--- config.mk ---
export PLATFORM = sky130hd
export DESIGN_NAME = line_follow_omni_wheel_drive_core
export DESIGN_NICKNAME = d
export VERILOG_FILES = /design/src/hw/rtl/lfowd_pkg.sv /design/src/hw/rtl/lfowd_mac.sv /design/src/hw/rtl/lfowd_decode.sv /design/src/hw/rtl/line_follow_omni_wheel_drive_core.sv
export SDC_FILE = /design/constraint.sdc
export NUM_CORES = 2
export LEC_CHECK = 0
export BUFFER_PORTS_ARGS = -buffer_cell sky130_fd_sc_hd__buf_2
export CORE_MARGIN = 4
export CORE_UTILIZATION = 35
export CTS_CLUSTER_DIAMETER = 30
export DETAILED_ROUTE_END_ITERATION = 6
export HOLD_SLACK_MARGIN = 0.03
export MAX_ROUTING_LAYER = met4
export PLACE_DENSITY_LB_ADDON = 0.1
export SETUP_SLACK_MARGIN = 0.4
export SYNTH_ARGS = -nofsm -noshare
export SYNTH_HDL_FRONTEND = slang
export SYNTH_SLANG_ARGS = --single-unit
--- constraint.sdc ---
create_clock -name clk -period 7.5 [get_ports clk]
set_input_delay 1.125 -clock clk [delete_from_list [all_inputs] [get_ports clk]]
set_output_delay 1.125 -clock clk [all_outputs]
set_load 0.1 [all_outputs]
--- src/hw/rtl/lfowd_pkg.sv ---
package lfowd_pkg;

  localparam int MAX_DUTY_DEF = 255;

  // kinematic constants Q2.15; GAIN_ONE is Q1.14
  localparam logic signed [16:0] Q_SIN60 = 17'sd28378;
  localparam logic signed [16:0] Q_HALF  = 17'sd16384;
  localparam logic signed [16:0] Q_TENTH = 17'sd3277;
  localparam logic signed [16:0] Q_ONE   = 17'sd32768;
  localparam logic signed [16:0] GAIN_ONE = 17'sd16384;

  localparam logic [11:0] PULSE_STRAIGHT = 12'd5;
  localparam logic [11:0] PULSE_MICRO    = 12'd2;
  localparam logic [11:0] PULSE_MACRO    = 12'd3;
  localparam logic [11:0] PULSE_SEARCH   = 12'd10;

  localparam logic [1:0] DIR_OFF = 2'd0;
  localparam logic [1:0] DIR_FWD = 2'd1;
  localparam logic [1:0] DIR_REV = 2'd2;

  localparam logic OP_LINE = 1'b0;
  localparam logic OP_VEL  = 1'b1;

  localparam logic [1:0] WHEEL_LEFT  = 2'd0;
  localparam logic [1:0] WHEEL_RIGHT = 2'd1;
  localparam logic [1:0] WHEEL_REAR  = 2'd2;

  localparam logic [1:0] TERM_VX = 2'd0;
  localparam logic [1:0] TERM_VY = 2'd1;
  localparam logic [1:0] TERM_W  = 2'd2;

  localparam logic [2:0] CFG_CRUISE_SPEED = 3'd0;
  localparam logic [2:0] CFG_AVOIDED_MODE = 3'd1;
  localparam logic [2:0] CFG_TURN_SMALL   = 3'd2;
  localparam logic [2:0] CFG_TURN_LARGE   = 3'd3;
  localparam logic [2:0] CFG_TURN_SEARCH  = 3'd4;
  localparam logic [2:0] CFG_GAIN_FRONT   = 3'd5;
  localparam logic [2:0] CFG_GAIN_REAR    = 3'd6;

  localparam int ACC_W = 42;
  localparam int SUM_W = 26;

  typedef enum logic [2:0] {
    ST_IDLE,
    ST_MAC,
    ST_GAIN,
    ST_ROUND,
    ST_OUT
  } state_t;

  typedef struct packed {
    logic en;
    logic clr;
  } mac_ctrl_t;

  typedef struct packed {
    logic signed [9:0] vy;
    logic signed [9:0] w;
    logic [11:0]       pulse;
    logic              stop;
    logic              turn_upd;
    logic              turn_right;
  } line_cmd_t;

  // wheel coefficient for one term of the inverse kinematics
  function automatic logic signed [16:0] coef(input logic [1:0] wheel, input logic [1:0] term);
    logic signed [16:0] c;
    c = '0;
    unique case (wheel)
      WHEEL_LEFT: begin
        case (term)
          TERM_VX: c = -Q_SIN60;
          TERM_VY: c = Q_HALF;
          TERM_W:  c = Q_TENTH;
          default: c = '0;
        endcase
      end
      WHEEL_RIGHT: begin
        case (term)
          TERM_VX: c = Q_SIN60;
          TERM_VY: c = Q_HALF;
          TERM_W:  c = -Q_TENTH;
          default: c = '0;
        endcase
      end
      WHEEL_REAR: begin
        case (term)
          TERM_VX: c = Q_ONE;
          TERM_W:  c = Q_TENTH;
          default: c = '0;
        endcase
      end
      default: c = '0;
    endcase
    return c;
  endfunction

endpackage

--- src/hw/rtl/lfowd_mac.sv ---
module lfowd_mac (
  input  logic                                      clk,
  input  lfowd_pkg::mac_ctrl_t                      ctrl,
  input  logic signed [lfowd_pkg::SUM_W-1:0]        mul_a,
  input  logic signed [16:0]                        mul_b,
  output logic signed [lfowd_pkg::ACC_W-1:0]        acc
);

  logic signed [lfowd_pkg::SUM_W+16:0] prod;
  logic signed [lfowd_pkg::ACC_W-1:0]  acc_r;
  logic signed [lfowd_pkg::ACC_W-1:0]  acc_nxt;

  assign prod = mul_a * mul_b;

  always_comb begin
    acc_nxt = (ctrl.clr ? '0 : acc_r) + prod[lfowd_pkg::ACC_W-1:0];
  end

  always_ff @(posedge clk) begin
    if (ctrl.en) begin
      acc_r <= acc_nxt;
    end
  end

  assign acc = acc_r;

endmodule

--- src/hw/rtl/lfowd_decode.sv ---
module lfowd_decode (
  input  logic [3:0]            sensor_levels,
  input  logic [7:0]            cruise_speed,
  input  logic                  avoided_mode,
  input  logic [8:0]            turn_small,
  input  logic [8:0]            turn_large,
  input  logic [8:0]            turn_search,
  input  logic                  last_right,
  output lfowd_pkg::line_cmd_t  cmd
);

  logic [3:0]        code;
  logic signed [9:0] base_s;
  logic signed [9:0] search_s;

  assign code     = ~sensor_levels;
  assign base_s   = signed'({2'b00, cruise_speed});
  assign search_s = last_right ? signed'({1'b0, turn_search}) : -signed'({1'b0, turn_search});

  always_comb begin
    cmd            = '0;
    cmd.turn_right = 1'b0;
    unique case (code) inside
      4'h6: begin
        cmd.vy    = base_s;
        cmd.pulse = lfowd_pkg::PULSE_STRAIGHT;
      end
      4'h4: begin
        cmd.turn_upd = 1'b1;
        cmd.vy       = base_s;
        cmd.w        = -signed'({1'b0, turn_small});
        cmd.pulse    = lfowd_pkg::PULSE_MICRO;
      end
      4'h8, 4'hC, 4'hE: begin
        cmd.turn_upd = 1'b1;
        cmd.vy       = base_s;
        cmd.w        = -signed'({1'b0, turn_large});
        cmd.pulse    = lfowd_pkg::PULSE_MACRO;
      end
      4'h2: begin
        cmd.turn_upd   = 1'b1;
        cmd.turn_right = 1'b1;
        cmd.vy         = base_s;
        cmd.w          = signed'({1'b0, turn_small});
        cmd.pulse      = lfowd_pkg::PULSE_MICRO;
      end
      4'h1, 4'h3, 4'h7: begin
        cmd.turn_upd   = 1'b1;
        cmd.turn_right = 1'b1;
        cmd.vy         = base_s;
        cmd.w          = signed'({1'b0, turn_large});
        cmd.pulse      = lfowd_pkg::PULSE_MACRO;
      end
      4'h0: begin
        cmd.w     = search_s;
        cmd.pulse = lfowd_pkg::PULSE_SEARCH;
      end
      4'hF: begin
        // all black: finish line when in avoided mode
        if (avoided_mode) begin
          cmd.stop = 1'b1;
        end else begin
          cmd.vy    = base_s;
          cmd.pulse = lfowd_pkg::PULSE_STRAIGHT;
        end
      end
      default: begin
        cmd.w     = search_s;
        cmd.pulse = lfowd_pkg::PULSE_STRAIGHT;
      end
    endcase
  end

endmodule

--- src/hw/rtl/line_follow_omni_wheel_drive_core.sv ---
// sequence per drive item: for each of 3 wheels, 3 multiply-accumulates, 1 gain
//   multiply and 1 rounding step, then the output register; the all-black finish
//   goes straight to the output register
// items taken only when idle, one at a time; the single multiplier is shared
// reset: synchronous active-low rst_n loads register defaults, clears the turn side
//   to left and empties the output register
module line_follow_omni_wheel_drive_core #(
  parameter int MAX_DUTY = lfowd_pkg::MAX_DUTY_DEF
) (
  input  logic        clk,
  input  logic        rst_n,
  input  logic        in_tvalid,
  output logic        in_tready,
  // sensor_levels[3:0], vel_x[13:4], vel_y[23:14], turn_rate[33:24], run_ms[45:34]
  input  logic [47:0] in_tdata,
  // op[0]
  input  logic        in_tuser,
  output logic        out_tvalid,
  input  logic        out_tready,
  // duty_left[7:0], dir_left[9:8], duty_right[17:10], dir_right[19:18],
  // duty_rear[27:20], dir_rear[29:28], pulse_ms[41:30], finished[42]
  output logic [47:0] out_tdata,
  input  logic        cfg_we,
  input  logic [2:0]  cfg_addr,
  input  logic [14:0] cfg_wdata
);

  localparam logic [15:0] MaxDutyW = 16'(MAX_DUTY);
  localparam int AccW = lfowd_pkg::ACC_W;
  localparam int SumW = lfowd_pkg::SUM_W;

  lfowd_pkg::state_t st_r, st_nxt;

  logic [7:0]  cruise_speed_r;
  logic        avoided_mode_r;
  logic [8:0]  turn_small_r;
  logic [8:0]  turn_large_r;
  logic [8:0]  turn_search_r;
  logic [14:0] gain_front_r;
  logic [14:0] gain_rear_r;
  logic        last_right_r;

  logic signed [9:0] vx_r, vy_r, w_r;
  logic [11:0]       pulse_r;
  logic              fin_r;
  logic              strafe_r;
  logic [1:0]        wheel_r;
  logic [1:0]        term_r;
  logic [7:0]        duty_r [3];
  logic [1:0]        dir_r [3];

  logic        out_tvalid_r;
  logic [47:0] out_tdata_r;

  logic                 in_fire;
  logic                 out_free;
  lfowd_pkg::line_cmd_t cmd;
  lfowd_pkg::mac_ctrl_t mac_ctrl;
  logic signed [SumW-1:0] mac_a;
  logic signed [16:0]     mac_b;
  logic signed [AccW-1:0] acc;
  logic signed [9:0]      term_op;
  logic signed [16:0]     gain_s;

  logic [AccW-1:0] mag;
  logic [AccW-1:0] mag_rnd;
  logic [12:0]     rnd;
  logic [15:0]     sat;
  logic [7:0]      duty_w;
  logic [1:0]      dir_w;

  logic signed [9:0] in_vx, in_vy, in_w;

  assign in_vx = signed'(in_tdata[13:4]);
  assign in_vy = signed'(in_tdata[23:14]);
  assign in_w  = signed'(in_tdata[33:24]);

  assign in_tready = (st_r == lfowd_pkg::ST_IDLE);
  assign in_fire   = in_tvalid && in_tready;
  assign out_free  = !out_tvalid_r || out_tready;

  lfowd_decode u_decode (
    .sensor_levels (in_tdata[3:0]),
    .cruise_speed  (cruise_speed_r),
    .avoided_mode  (avoided_mode_r),
    .turn_small    (turn_small_r),
    .turn_large    (turn_large_r),
    .turn_search   (turn_search_r),
    .last_right    (last_right_r),
    .cmd           (cmd)
  );

  lfowd_mac u_mac (
    .clk   (clk),
    .ctrl  (mac_ctrl),
    .mul_a (mac_a),
    .mul_b (mac_b),
    .acc   (acc)
  );

  // next state
  always_comb begin
    st_nxt = st_r;
    unique case (st_r)
      lfowd_pkg::ST_IDLE: begin
        if (in_fire) begin
          if (in_tuser == lfowd_pkg::OP_LINE && cmd.stop) begin
            st_nxt = lfowd_pkg::ST_OUT;
          end else begin
            st_nxt = lfowd_pkg::ST_MAC;
          end
        end
      end
      lfowd_pkg::ST_MAC: begin
        if (term_r == lfowd_pkg::TERM_W) begin
          st_nxt = lfowd_pkg::ST_GAIN;
        end
      end
      lfowd_pkg::ST_GAIN:  st_nxt = lfowd_pkg::ST_ROUND;
      lfowd_pkg::ST_ROUND: begin
        st_nxt = (wheel_r == lfowd_pkg::WHEEL_REAR) ? lfowd_pkg::ST_OUT : lfowd_pkg::ST_MAC;
      end
      lfowd_pkg::ST_OUT: begin
        if (out_free) begin
          st_nxt = lfowd_pkg::ST_IDLE;
        end
      end
      default: st_nxt = lfowd_pkg::ST_IDLE;
    endcase
  end

  // datapath control
  always_comb begin
    mac_ctrl = '0;
    case (term_r)
      lfowd_pkg::TERM_VX: term_op = vx_r;
      lfowd_pkg::TERM_VY: term_op = vy_r;
      default:            term_op = w_r;
    endcase
    if (strafe_r) begin
      gain_s = (wheel_r == lfowd_pkg::WHEEL_REAR) ? signed'({2'b00, gain_rear_r})
                                                  : signed'({2'b00, gain_front_r});
    end else begin
      gain_s = lfowd_pkg::GAIN_ONE;
    end
    mac_a = SumW'(term_op);
    mac_b = lfowd_pkg::coef(wheel_r, term_r);
    unique case (st_r)
      lfowd_pkg::ST_MAC: begin
        mac_ctrl.en  = 1'b1;
        mac_ctrl.clr = (term_r == lfowd_pkg::TERM_VX);
      end
      lfowd_pkg::ST_GAIN: begin
        mac_ctrl.en  = 1'b1;
        mac_ctrl.clr = 1'b1;
        mac_a        = acc[SumW-1:0];
        mac_b        = gain_s;
      end
      default: mac_ctrl = '0;
    endcase
  end

  // round half away from zero out of Q29, saturate, split
  always_comb begin
    mag     = acc[AccW-1] ? AccW'(-acc) : AccW'(acc);
    mag_rnd = mag + (AccW'(1) << 28);
    rnd     = mag_rnd[AccW-1:29];
    sat     = ({3'b000, rnd} > MaxDutyW) ? MaxDutyW : {3'b000, rnd};
    duty_w  = sat[7:0];
    if (rnd == '0) begin
      dir_w = lfowd_pkg::DIR_OFF;
    end else begin
      dir_w = acc[AccW-1] ? lfowd_pkg::DIR_REV : lfowd_pkg::DIR_FWD;
    end
  end

  always_ff @(posedge clk) begin
    if (!rst_n) begin
      st_r           <= lfowd_pkg::ST_IDLE;
      out_tvalid_r   <= 1'b0;
      cruise_speed_r <= 8'd80;
      avoided_mode_r <= 1'b0;
      turn_small_r   <= 9'd12;
      turn_large_r   <= 9'd15;
      turn_search_r  <= 9'd300;
      gain_front_r   <= 15'd13926;
      gain_rear_r    <= 15'd18678;
      last_right_r   <= 1'b0;
      wheel_r        <= '0;
      term_r         <= '0;
    end else begin
      st_r <= st_nxt;

      if (cfg_we) begin
        unique case (cfg_addr)
          lfowd_pkg::CFG_CRUISE_SPEED: cruise_speed_r <= cfg_wdata[7:0];
          lfowd_pkg::CFG_AVOIDED_MODE: avoided_mode_r <= cfg_wdata[0];
          lfowd_pkg::CFG_TURN_SMALL:   turn_small_r   <= cfg_wdata[8:0];
          lfowd_pkg::CFG_TURN_LARGE:   turn_large_r   <= cfg_wdata[8:0];
          lfowd_pkg::CFG_TURN_SEARCH:  turn_search_r  <= cfg_wdata[8:0];
          lfowd_pkg::CFG_GAIN_FRONT:   gain_front_r   <= cfg_wdata;
          lfowd_pkg::CFG_GAIN_REAR:    gain_rear_r    <= cfg_wdata;
          default: ;
        endcase
      end

      if (in_fire) begin
        wheel_r <= lfowd_pkg::WHEEL_LEFT;
        term_r  <= lfowd_pkg::TERM_VX;
        if (in_tuser == lfowd_pkg::OP_LINE && cmd.turn_upd) begin
          last_right_r <= cmd.turn_right;
        end
      end else if (st_r == lfowd_pkg::ST_MAC) begin
        term_r <= (term_r == lfowd_pkg::TERM_W) ? lfowd_pkg::TERM_VX : term_r + 2'd1;
      end else if (st_r == lfowd_pkg::ST_ROUND) begin
        wheel_r <= wheel_r + 2'd1;
      end

      if (st_r == lfowd_pkg::ST_OUT && out_free) begin
        out_tvalid_r <= 1'b1;
      end else if (out_tready) begin
        out_tvalid_r <= 1'b0;
      end
    end
  end

  // item payload
  always_ff @(posedge clk) begin
    if (in_fire) begin
      for (int i = 0; i < 3; i++) begin
        duty_r[i] <= '0;
        dir_r[i]  <= lfowd_pkg::DIR_OFF;
      end
      if (in_tuser == lfowd_pkg::OP_VEL) begin
        vx_r    <= in_vx;
        vy_r    <= in_vy;
        w_r     <= in_w;
        pulse_r <= in_tdata[45:34];
        fin_r   <= 1'b0;
        // pure strafe picks up the strafe gains
        strafe_r <= (in_vx != '0) && (in_vy == '0) && (in_w == '0);
      end else begin
        vx_r     <= '0;
        vy_r     <= cmd.vy;
        w_r      <= cmd.w;
        pulse_r  <= cmd.pulse;
        fin_r    <= cmd.stop;
        strafe_r <= 1'b0;
      end
    end
    if (st_r == lfowd_pkg::ST_ROUND) begin
      duty_r[wheel_r] <= duty_w;
      dir_r[wheel_r]  <= dir_w;
    end
    if (st_r == lfowd_pkg::ST_OUT && out_free) begin
      out_tdata_r <= {5'b00000, fin_r, pulse_r, dir_r[2], duty_r[2], dir_r[1], duty_r[1],
                      dir_r[0], duty_r[0]};
    end
  end

  assign out_tvalid = out_tvalid_r;
  assign out_tdata  = out_tdata_r;

  a_finish_stopped: assert property (@(posedge clk) disable iff (!rst_n)
    out_tvalid && out_tdata[42] |-> out_tdata[41:0] == '0)
    else $error("finish beat carries drive");

  a_no_dir3: assert property (@(posedge clk) disable iff (!rst_n)
    out_tvalid |-> out_tdata[9:8] != 2'd3 && out_tdata[19:18] != 2'd3 &&
                   out_tdata[29:28] != 2'd3)
    else $error("illegal wheel direction");

  a_turn_left: assert property (@(posedge clk) disable iff (!rst_n)
    in_tvalid && in_tready && !in_tuser && in_tdata[3:0] == 4'hB |=> !last_right_r)
    else $error("turn side not updated to left");

  a_busy: assert property (@(posedge clk) disable iff (!rst_n)
    in_tvalid && in_tready |=> !in_tready)
    else $error("accepted beat while busy");

endmodule

* Word-level counts from Yosys, hierarchy flattened
Memories as Yosys holds them, arrays and structs flattened. A register that Yosys moved wholly into a read port is not among the register bits.
Cells that the tools add are included.
W data, S select, Z words.
** Operators by class
- Muxes and demuxes :: 47
- Bitwise operators :: 4
- Reduce and logical (&&, ||, !) cells :: 39
- $lt $le $gt $ge :: 1
- Equal/unequal tests :: 27
- Multipliers :: 1
- Add/subtract/negate cells :: 8
** Operator list (count)
- $pmux W17 S3 :: 3
- $mux W42 :: 2
- $pmux W10 S5 :: 1
- $pmux W12 S4 :: 1
- $add A42 B29 Y42 const B :: 1
- $add A42 B42 Y42 :: 1
- $mul A26 B17 Y42 :: 1
- $neg A42 Y42 :: 1
- $pmux W10 S2 :: 2
- $pmux W16 S2 :: 1
- $mux W10 :: 3
- $mux W15 :: 2
- $neg A9 Y10 :: 3
- $mux W26 :: 1
- $mux W8 :: 3
- $logic_not A10 Y1 :: 2
- $mux W3 :: 6
- $reduce_and A2 Y1 :: 9
- $mux W17 :: 1
- $eq A4 B4 Y1 const B :: 4
- $reduce_or A8 Y1 :: 2
- $pmux W3 S5 :: 1
- $gt A13 B8 Y1 const B :: 1
- $logic_not A13 Y1 :: 1
- 31 further kinds :: 74
** Storage, ports and cells
- Bits in writable memories :: 30
- Memories :: 2
- Bits of input ports :: 72
- Register bits :: 204
** Memory list
- duty_r :: depth 3, bits a word 8, rd ports 3, clocked after memory_dff 3, write ports 3, line line_follow_omni_wheel_drive_core.sv:49 : logic [7:0] duty_r [3];
- dir_r :: depth 3, bits a word 2, rd ports 3, clocked after memory_dff 3, write ports 3, line line_follow_omni_wheel_drive_core.sv:50 : logic [1:0] dir_r [3];

* Longest topological paths before layout
- Word-level depth :: 7
- Mapped depth :: 31

* Modules after synthesis
A second synthesis with hierarchy kept.
** Second synthesis, totals
- Cells, all modules :: 3006
- Area, all modules :: 28502.3 sq um
** By module, submodules not included
- lfowd_mac :: times used 1, area each 18390.1 sq um, cells an instance 1982
- line_follow_omni_wheel_drive_core :: times used 1, area each 8967.4 sq um, cells an instance 839
- lfowd_decode :: times used 1, area each 1144.8 sq um, cells an instance 185

* Worst setup path after synthesis
OpenSTA, ideal clock, no wires.
- Path kind :: register -> register
- From :: reg wheel_r[0]
- To :: reg u_mac.acc_r, in the netlist u_mac.acc[38], data pin
- Data required time :: 7.232 ns
- Path buffers :: 3
- Arrival time :: 7.954 ns
- Cell stages (with the launch flop) :: 30
- Setup time :: 0.268 ns
- Slack :: -0.723 ns
- Cell sequence :: dfxtp_1 inv_1 ha_1 buf_1 mux2i_1 o22a_1 clkbuf_1 nor2_1 inv_1 fa_1 inv_1 fa_1 ha_1 inv_1 fa_1 inv_1 fa_1 inv_1 fa_1 inv_1 ha_1 clkbuf_1 o2111a_1 a221o_1 a221o_1 or3_1 nor3_1 o31ai_1 a211oi_1 nor3_1
** On the way
- Word-level cells in the longest chain between the ends :: 6
- Elaborated cells between the ends (all ways) :: 9
** RTL lines
- start, declared :: line line_follow_omni_wheel_drive_core.sv:47 : logic [1:0] wheel_r;
- start signal, assigned :: line line_follow_omni_wheel_drive_core.sv:208 : wheel_r <= lfowd_pkg::WHEEL_LEFT;
- start signal, assigned :: line line_follow_omni_wheel_drive_core.sv:216 : wheel_r <= wheel_r + 2'd1;
- $eq A2 B2 Y1 :: line lfowd_pkg.sv:69, line_follow_omni_wheel_drive_core.sv:141
- $mux W15 :: line line_follow_omni_wheel_drive_core.sv:141 : gain_s = (wheel_r == lfowd_pkg::WHEEL_REAR) ? signed'({2'b00, gain_rear_r})
- $mux W15 :: line line_follow_omni_wheel_drive_core.sv:140 : if (strafe_r) begin
- $mux W17 (*) :: line line_follow_omni_wheel_drive_core.sv:148 : unique case (st_r)
- $mul A26 B17 Y42 (*) :: line lfowd_mac.sv:13 : assign prod = mul_a * mul_b;
- $add A42 B42 Y42 (*) :: line lfowd_mac.sv:16 : acc_nxt = (ctrl.clr ? '0 : acc_r) + prod[lfowd_pkg::ACC_W-1:0];
- net u_mac.acc_nxt (one bit) :: line lfowd_mac.sv:11 : logic signed [lfowd_pkg::ACC_W-1:0] acc_nxt;
- end signal, assigned :: line lfowd_mac.sv:21 : acc_r <= acc_nxt;
- end, declared :: line lfowd_mac.sv:10 : logic signed [lfowd_pkg::ACC_W-1:0] acc_r;
The timed path passes the listed nets; every way through them passes the cells marked *.
A chain may end at the register's enable or synchronous reset.

* Final worst setup path
- From :: reg wheel_r[0]
- To :: reg u_mac.acc_r, in the netlist u_mac.acc[39], data pin
The elaborated chain is that of the path after synthesis.

==> impl_metrics.tcl <==
set metrics [dict create \
    status "finished, final reports clean" \
    yosys.area.top_type "fa_1" \
    hold_viol_final 0 \
    postSynthCellCount 3051 \
    synth-seq-cells 234 \
    drtIter0Drc 1147 \
    synth_area_per_cell_um2 9.14 \
    crit_path_end_kind "register" \
    instances_no_fill 4639 \
    first_global_vias 24671 \
    synth_common_cells "618 x inv_1, 500 x nand2_1, 475 x fa_1, 273 x nor2_1, 159 x edfxtp_1" \
    worst_slew_pin_slew_ns 1.14 \
    final-setup-viol-count 0 \
    synth_most_common_cell "inv_1" \
    antenna_found_initial 1 \
    cp.arrival_ns 7.56 \
    placed_cells 4439 \
    design.die.area_mm2 0.0843 \
    drtAntennaViolNets 0 \
    crit_family "adder cells" \
    finalWorstSetupSlack_ns 0.270 \
    critPathBufInv 11 \
    period_needed_ns 7.23 \
    max-slew-margin-rel_pct 23.7 \
    synth.yosys.warnings 0 \
    max-clock-path-buffers 3 \
    post_drt_wl_per_cell_um 20.0 \
    netlist_area_mm2 0.0279 \
    synthFlopType "edfxtp_1" \
    clk_latency_ns 0.59 \
    worst-setup-path-type "reg2reg" \
    avgViaCountPerCell 4.89 \
    cts_hold_buf 0 \
    clock_skew_ns 0.0366 \
    drcViolationCount 0 \
    synthTopCellsByArea "fa_1 34%, edfxtp_1 17%, inv_1 8.3%" \
    die_y_um 290 \
    drt_wl_total_um 92700 \
    dieWidth_um 290 \
    finalNetCount 4203 \
    slowest_delay_ns 0.55 \
    grt_start_max_net_pins 73 \
    cap_violations 0 \
    initial_utilization_pct 35.3 \
    yosysTopAreaCellShare_pct 34.1 \
    cts.reportedPaths.clkPinSlew_ns 0.05 \
    regToRegSetupSlack_ns 0.27 \
    numCtsBuffers 67 \
    path_max_fanout 10 \
    cts_root_buf "clkbuf_16" \
    rows 103 \
    cts.sinks 234 \
    tritoncts "done" \
    min_period_over_period_pct 96.4 \
    firstDrtPassIters 5 \
    n_fill_cell 7513 \
    drive_gt1_share_pct 24.6 \
    area_growth_pct 32.8 \
    core-area_mm2 0.0790 \
    place.gp.congestion 0.908 \
    grt_pass1_wl_um 145000 \
    async_flop_share_pct 0 \
    port-buffer-count 114 \
    htreeDepth 3 \
    maxClockFrequency_mhz 138 \
    rsz0062_at_grt "yes" \
    dp_hpwl_um 73100 \
    critPathSlowestCell "fa_1" \
    cp-start-kind "register" \
    ys_types 76 \
    drv_slew 0 \
    vias 22675 \
    place_ws_ns -0.266 \
    cp_data_required_time_ns 7.83 \
    grt.overflow.total 0 \
    synth-edff-count 159 \
    io_pins 122 \
    grtUsageTotal_pct 22.8 \
    synth_seq_area_share_pct 22.5 \
    hold_path.class "reg2reg" \
]
==> sequential cells by signal (all words and copies together) (netlist names), 10 cells and up <==
| name | count |
|---|---|
| duty_r | 24 |
| vy_r | 10 |
| w_r | 10 |
| out_tdata | 43 |
| u_mac.acc | 42 |
| vx_r | 10 |
| pulse_r | 12 |
| gain_front_r | 15 |
| gain_rear_r | 15 |
==> layer usage <==
layer | wire length, um | vias to the layer above | track usage, %
met5 | 0 | - | -
met1 | 41600 | 11546 | 30.2
met3 | 3700 | 152 | 2.90
met4 | 3290 | 0 | 6.81
li1 | - | 10475 | -
met2 | 44100 | 502 | 37.0
==> cell type report <==
| cell class | count | area, um^2 | area share (%) |
|---|---|---|---|
| Multi-Input combinational cell | 2073 | 19900 | 53.9 |
| Timing Repair Buffer | 537 | 4800 | 13.0 |
| Tap cell | 1050 | 1310 | 3.55 |
| Inverter | 618 | 2330 | 6.28 |
| Sequential cell | 234 | 6280 | 17.0 |
| Clock inverter | 36 | 480 | 1.30 |
| Clock buffer | 86 | 1860 | 5.02 |
| Antenna cell | 5 | 12.5 | 0.0338 |
==> metrics by stage <==
step	TNS, ns	util [%]	hold slack (ns)	cell area, um^2
3_3_place_gp	-0.951	41.4	0.401	32700
3_5_place_dp	-1.15	41.4	0.405	32700
6_report	0	46.9	0.414	37000
2_1_floorplan	0	-	0.400	28200
4_1_cts	0	46.2	0.416	36500
5_1_grt	0	46.9	0.424	37000
==> logic make-up after synthesis <==
family          Yosys count  share of synthesized area (%)
compound gates          332                           8.01
xor+xnor                 69                           2.17
fa+ha+maj               600                           39.7
buf+inv                 750                           10.2
flops                   234                           22.5
mux                      44                           1.63
other cells               1                         0.0134
simple gates           1021                           15.8
==> cell usage in the layout (no fill, tap or decap), drive strengths merged, types with 11 or more instances in the layout <==
| cell | count |
|---|---|
| ha | 125 |
| xor2 | 19 |
| nand3 | 46 |
| o21a | 30 |
| o31ai | 15 |
| nand2b | 17 |
| nor2 | 274 |
| fa | 475 |
| mux2 | 11 |
| edfxtp | 159 |
| nand4 | 11 |
| buf | 533 |
| nor4 | 17 |
| inv | 620 |
| a21oi | 68 |
| o211ai | 12 |
| a21boi | 42 |
| xnor2 | 50 |
| dfxtp | 75 |
| clkbuf | 87 |
| mux2i | 33 |
| nand2 | 502 |
| or3 | 16 |
| clkinv | 18 |
| nor3 | 35 |
| and2 | 54 |
| o21ai | 70 |
| a21o | 18 |
| nor2b | 11 |
==> path summary, 6_finish.rpt <==
path	startpoint	end	cells after the start
worst max-delay path	wheel_r[0]	u_mac.acc[39]	32
worst min-delay path	duty_r[1][6]	out_tdata[16]	0
worst max register to register	wheel_r[0]	u_mac.acc[39]	32
worst min register to register	duty_r[1][6]	out_tdata[16]	0
==> what timing repair did <==
action / CTS / global route
resized for setup: 206 / 84
setup endpoints to repair: 20 / 18
setup buffers: 44 / 18
pin swaps: 63 / 43
gates cloned: 10 / 1
Power is left out: the tool's default activity adds up to more than one toggle a clock period on the data nets, which glitch-free logic cannot reach.
